--- config.mk ---
export PLATFORM = sky130hd
export DESIGN_NAME = pfc_depth_unit
export DESIGN_NICKNAME = d
export VERILOG_FILES = /design/src/pfc_pkg.sv /design/src/pfc_depth_unit.sv
export SDC_FILE = /design/constraint.sdc
export NUM_CORES = 2
export LEC_CHECK = 0
export ABC_AREA = 1
export BUFFER_PORTS_ARGS = -buffer_cell sky130_fd_sc_hd__buf_2
export CORE_MARGIN = 10
export CORE_UTILIZATION = 45
export CTS_CLUSTER_DIAMETER = 150
export DETAILED_ROUTE_END_ITERATION = 8
export PLACE_DENSITY = 0.58
export SYNTH_ARGS = -nofsm -noshare
export SYNTH_HDL_FRONTEND = slang
export SYNTH_SLANG_ARGS = --single-unit
export TNS_END_PERCENT = 100
--- constraint.sdc ---
create_clock -name clock -period 7.1 [get_ports clock]
set_clock_uncertainty 0.2 [all_clocks]
set_input_delay 1.065 -clock clock [delete_from_list [all_inputs] [get_ports clock]]
set_output_delay 1.065 -clock clock [all_outputs]
set_load 0.05 [all_outputs]
--- src/pfc_pkg.sv ---
// Shared types, constants and field helpers for the primitive frustum culler.
package pfc_pkg;

   localparam int COORD_BITS = 24;
   localparam int N_W        = 13;
   localparam int D_W        = 25;
   localparam int PT_W       = COORD_BITS + 1;
   localparam int PROD_W     = PT_W + N_W + 1;
   localparam int ACC_W      = PROD_W + 3;
   localparam int FRAC_SHIFT = 12;
   localparam int Q_W        = ACC_W - FRAC_SHIFT;
   localparam int NUM_PLANE_REGS = 6;

   localparam logic [2:0] REG_LAYER_MASK = 3'd6;
   localparam logic [2:0] REG_DEPTH_ROW  = 3'd7;

   localparam logic [1:0] OUT_VISIBLE     = 2'd0;
   localparam logic [1:0] OUT_INVALID_BOX = 2'd1;
   localparam logic [1:0] OUT_LAYER_REJ   = 2'd2;
   localparam logic [1:0] OUT_FRUSTUM_REJ = 2'd3;

   typedef struct packed {
      logic signed [COORD_BITS-1:0] min_x;
      logic signed [COORD_BITS-1:0] min_y;
      logic signed [COORD_BITS-1:0] min_z;
      logic signed [COORD_BITS-1:0] max_x;
      logic signed [COORD_BITS-1:0] max_y;
      logic signed [COORD_BITS-1:0] max_z;
      logic signed [COORD_BITS-1:0] origin_x;
      logic signed [COORD_BITS-1:0] origin_y;
      logic signed [COORD_BITS-1:0] origin_z;
      logic [31:0]                  layer_bits;
      logic                         culling_disabled;
      logic                         first_of_list;
   } req_type;

   typedef struct packed {
      logic [31:0]        primitive_index;
      logic               visible;
      logic [1:0]         outcome;
      logic signed [31:0] view_depth;
   } rsp_type;

   typedef struct packed {
      logic [31:0]            idx;
      logic signed [PT_W-1:0] pt_x;
      logic signed [PT_W-1:0] pt_y;
      logic signed [PT_W-1:0] pt_z;
      logic signed [PT_W-1:0] ext_x;
      logic signed [PT_W-1:0] ext_y;
      logic signed [PT_W-1:0] ext_z;
      logic                   test_en;
      logic                   reject;
      logic                   layer_rej;
      logic                   box_ok;
   } cell_item_type;

   function automatic logic signed [N_W-1:0] plane_n(input logic [63:0] p, input int k);
      return p[N_W*k +: N_W];
   endfunction

   function automatic logic signed [D_W-1:0] plane_d(input logic [63:0] p);
      return p[63:39];
   endfunction

endpackage

--- src/pfc_depth_unit.sv ---
// Depth dot product, rounding and result formatting into the output register.
module pfc_depth_unit (
   input  logic                   clock,
   input  logic                   reset,
   input  logic                   adv,
   input  logic                   in_valid,
   input  pfc_pkg::cell_item_type in_item,
   input  logic [63:0]            depth_row,
   output logic                   rsp_valid,
   output pfc_pkg::rsp_type       rsp_data
);
   import pfc_pkg::*;

   logic signed [PT_W-1:0]   pt [3];
   logic signed [PROD_W-1:0] rp_in [3];
   logic signed [PROD_W-1:0] rp_ff [3];
   logic signed [ACC_W-1:0]  acc;
   logic signed [Q_W-1:0]    q;
   cell_item_type            item_ff;
   logic                     v1_ff;
   rsp_type                  rsp_in;
   rsp_type                  rsp_ff;
   logic                     rsp_valid_ff;

   assign pt[0] = in_item.pt_x;
   assign pt[1] = in_item.pt_y;
   assign pt[2] = in_item.pt_z;

   always_comb begin
      for (int i = 0; i < 3; i++) begin
         rp_in[i] = PROD_W'(plane_n(depth_row, i)) * PROD_W'(pt[i]);
      end
   end

   always_comb begin
      acc = (ACC_W'(plane_d(depth_row)) <<< FRAC_SHIFT) + ACC_W'(2048);
      for (int i = 0; i < 3; i++) begin
         acc = acc + ACC_W'(rp_ff[i]);
      end
      q = Q_W'(acc >>> FRAC_SHIFT);
      rsp_in.primitive_index = item_ff.idx;
      if (item_ff.layer_rej) begin
         rsp_in.outcome = OUT_LAYER_REJ;
      end else if (item_ff.reject) begin
         rsp_in.outcome = OUT_FRUSTUM_REJ;
      end else if (item_ff.box_ok) begin
         rsp_in.outcome = OUT_VISIBLE;
      end else begin
         rsp_in.outcome = OUT_INVALID_BOX;
      end
      rsp_in.visible    = !item_ff.layer_rej && !item_ff.reject;
      // depth range stays inside 32 bits for these widths, so no clamp
      rsp_in.view_depth = rsp_in.visible ? 32'(q) : 32'sd0;
   end

   always_ff @(posedge clock) begin
      if (reset) begin
         v1_ff        <= 1'b0;
         rsp_valid_ff <= 1'b0;
      end else if (adv) begin
         v1_ff        <= in_valid;
         rsp_valid_ff <= v1_ff;
      end
   end

   always_ff @(posedge clock) begin
      if (adv) begin
         rp_ff   <= rp_in;
         item_ff <= in_item;
         rsp_ff  <= rsp_in;
      end
   end

   assign rsp_valid = rsp_valid_ff;
   assign rsp_data  = rsp_ff;

endmodule
Yosys cells after proc, flatten, opt, wreduce, memory -nomap -nowiden:

Cells that the tools add are included.

* add/sub/neg operators: 4
* multiply operators: 3
* divide/modulo/power cells: 0
* magnitude comparators: 0
* equality and inequality tests: 0
* shift-type cells: 0
* muxes and demuxes: 2
* bitwise gates (word level): 0
* reductions and logical operators: 4

Operators by type and width (count)
* multiplier 13 x 25 -> 38 bit: 3
* adder 40 x 38 -> 41 bit: 1
* adder 39 x 38 -> 40 bit: 1
* adder 38 x 38 -> 39 bit: 1
* adder 37 x 13 -> 38 bit (second input constant): 1
* logical NOT 1 bit: 2
* 2-to-1 mux 1 bit: 2
* OR reduction 2 bit: 1
* logical AND 1 bit: 1

* register bits after elaboration: 216
* bits in latches: 0
* bits in writable memories: 0
* memory bits (read-only): 0
* input bits: 254
* output and inout port bits: 68
* word-level logic and storage cells: 27
* memories kept: 0

Longest topological paths before layout:

* depth in word-level cells: 4
* gate-level depth with buffers: 27
* gate-level depth less buffers: 25

Worst setup path before layout:

No wires, ideal clock.

* path kind: input -> register
* start: input depth_row[3]
* end: register rp_ff[114] (netlist name), data pin
* library setup time: 0.252 ns
* data arrival time: 5.841 ns
* data required time: 6.648 ns
* slack: 0.807 ns
* stages: 23
* path buffers: 2
* cell sequence: clkbuf_1 > clkbuf_1 > nand2_1 > fa_1 > inv_1 > fa_1 > inv_1 > fa_1 > inv_1 > fa_1 > inv_1 > fa_1 > inv_1 > ha_1 > ha_1 > a21oi_1 > o21ai_0 > a21oi_1 > nand2_1 > nor2_1 > nand2_1 > nand2_1 > nand2_1

RTL lines
* start, declared: RTL line pfc_depth_unit.sv:8 `input logic [63:0] depth_row,`
* end signal, assigned: RTL line pfc_depth_unit.sv:68 `rp_ff <= rp_in;`
* end, declared: RTL line pfc_depth_unit.sv:16 `logic signed [PROD_W-1:0] rp_ff [3];`

==> impl_metrics.yaml <==
routing:
  wl_per_cell_um: 17.5
  drtIter0Drc: 2166
  ant_nets: 0
  via_per_inst: 5.02
  wl_mm: 117
  drc: 0
  dr.pass1.iters: 6
  routed-wl-met2_mm: 53.7
  top_layer: "met5"
  vias: 33500
  wl_met1_mm: 53.3
  met3_length_mm: 7.62
place:
  dp_hpwl_mm: 101
  gp_congestion: 0.938
  io_buffers: 245
cells_and_area:
  drive_gt1_share_pct: 7.07
  synthToLayoutAreaGrowth_pct: 7.08
  fillers: 9708
  final_nets: 6878
setup_path:
  crit_path_start_kind: "input port"
  endpoint_kind: "flip-flop"
  path_class: "input port to flip-flop"
  cp.required_ns: 7.17
  path_max_fanout: 19
  cp_slowest_cell: "fa_1"
  critPathArrivalTime_ns: 6.28
  slowest_delay_ns: 0.57
  cp_cell_sequence: "buf_2, nand2_1, fa_1, inv_1, fa_1, inv_1, fa_1, inv_1, fa_1, inv_1, fa_1, inv_1, ha_1, ha_1, a21oi_1, o21ai_0, nand2_1, nand2_1, a21oi_1, nand2_1, xor2_1"
  r2r_slack_ns: 3.55
synth:
  avgSynthCellArea_um2: 8.60
  synth.distinct_cells: 44
  synth_area_um2: 45100
  synth_fp_nets: 6758
  yosys_warnings: 0
  synth-edff-count: 213
  yosysMostFrequentCell: "nand2_1"
  synth_largest_area_cell: "fa_1"
  netlist_instances: 5237
  yosysSeqAreaShare_pct: 14.3
  ys_async_sr_fraction_pct: 0
  synth-seq-cells: 215
  yosys-top-cells-count: "nand2_1, inv_1, fa_1"
  ys.flop_type: "edfxtp_1"
  synth_top_cell_area_share_pct: 42.0
  ys_top_cells_by_area: "fa_1, edfxtp_1, nand2_1"
die:
  start_util_pct: 45.2
  num_rows: 116
  pin_count: 322
  dieArea_um2: 113000
  coreArea_um2: 99700
  die_y_um: 336
  die_w_um: 336
sta:
  fin_crit_ns: 6.22
  slew-limit-headroom_pct: 44.0
  fin_crit_sh_pct: 87.6
  maxSlewViolCount: 0
  hold_viol_final: 0
  rsz0062_at_grt: "no"
  clock.fmax_ghz: 0.161
  tightest_slew_ns: 0.840
  setup_viol: 0
  fin_tns_setup_ns: 0
clocking:
  cts_root_buf: "clkbuf_16"
  cts_tree: "built"
  h-tree-depth: 1
  cts_buffer_depth: 3
  clkSinkCount: 215
  worstSkewPairLatency_ns: 0.52
  post-cts-setup-buffers: 0
  cts_resized: 0
  clk_pin_slew_ns: 0.06
  cts_made_buffers: 23
  cts_hold_buf: 0
status:
  outcome: "finished, final reports clean"
global_routing:
  grt_pass1_wl_mm: 190
  antenna_found_initial: 30
  grt_max_degree: 92
  grt-ovfl-total: 0
  grtUsageTotal_pct: 21.1
  grt_pass1_vias: 35000
min_path:
  hold_path_class: "flip-flop to flip-flop"
job:
  cap_violations: 0
==> cell families (layout without fill, tap and decap cells) <==
kind of cell               count (synthesis)  count (layout)  synth area share (%)
and+or+nand+nor                         1807            1807                  15.9
other                                      0               9                     0
AOI/OAI and AO/OA                        358             358                  4.45
DFF                                      215             215                  14.3
adders and majority gates               1267            1267                  50.9
xor gates and xnor gates                 101             101                  1.96
buffers and inverters                   1489            1624                  12.5
==> path summary, 6_finish.rpt <==
path / from / cells past startpoint / end
worst max-delay path: depth_row[2] / 21 / rp_ff[113]
worst min-delay path: item_ff[167] / 0 / rsp_data[48]
worst max register to register: rp_ff[17] / 14 / rsp_data[26]
worst min register to register: item_ff[167] / 0 / rsp_data[48]
==> critical path: cells and delay by family <==
kind	cells	cell delay [ns]
fa+ha+maj	7	3.27
buf+inv	6	0.78
compound gates	3	0.62
simple gates	4	0.41
xor+xnor	1	0.14
==> per-layer routing <==
metal | track usage [%] | vias up
met5 | 0 | -
met2 | 34.0 | 872
met4 | 3.33 | 24
met3 | 3.45 | 121
met1 | 30.2 | 16800
li1 | - | 15600
==> state kept, by name, summed over array words and instances, names as in the netlist <==
register	flops
rsp_data	64
v1_ff	1
rsp_valid	1
item_ff	35
rp_ff	114
==> stage by stage <==
step | hold WS (ns) | cell area (um2) | worst slack (ns) | util [%] | instances
after floorplan | 0.200 | 45100 | 0.807 | - | 5237
after global placement | 0.201 | 47500 | 0.332 | 47.7 | 6630
after detailed placement | 0.205 | 47500 | 0.328 | 47.7 | 6630
after CTS | 0.219 | 48200 | 0.867 | 48.4 | 6670
after global routing | 0.222 | 48200 | 0.551 | 48.4 | 6676
final | 0.217 | 48300 | 0.881 | 48.4 | 6679
==> layout make-up <==
type                            count  area (um2)  share of cell area [%]
Antenna cell                        9        22.5                  0.0467
Tap cell                         1298        1620                    3.37
Timing Repair Buffer              291        1590                    3.30
Clock inverter                     13         120                   0.249
Multi-Input combinational cell   3533       33000                    68.4
Clock buffer                       27         591                    1.22
Inverter                         1293        4850                    10.1
Sequential cell                   215        6440                    13.3
==> layout by cell type, fill, tap and decap left out, types with 6 or more instances in the layout <==
| cell | Yosys | final |
|---|---|---|
| nor3_1 | 26 | 26 |
| a21o_1 | 15 | 15 |
| xor2_1 | 71 | 71 |
| fa_1 | 946 | 946 |
| nand2_1 | 1343 | 1343 |
| nand2_2 | 11 | 11 |
| nand4_1 | 26 | 26 |
| o211ai_1 | 6 | 6 |
| or2_2 | 14 | 14 |
| a31oi_1 | 9 | 9 |
| nor2_1 | 278 | 277 |
| o21bai_1 | 17 | 17 |
| inv_1 | 1290 | 1290 |
| xnor2_1 | 30 | 30 |
| buf_2 | 1 | 244 |
| clkbuf_16 | 0 | 23 |
| o21ai_0 | 94 | 94 |
| ha_1 | 321 | 321 |
| edfxtp_1 | 213 | 213 |
| nor2_2 | 5 | 6 |
| nand3_1 | 80 | 80 |
| buf_4 | 3 | 45 |
| diode_2 | 0 | 9 |
| nand3_2 | 7 | 7 |
| o21a_1 | 10 | 10 |
| o21ai_2 | 8 | 8 |
| a21oi_1 | 185 | 185 |
Power is not shown: default switching activity piles up to over one toggle a cycle in this logic, so the estimate is an artifact.
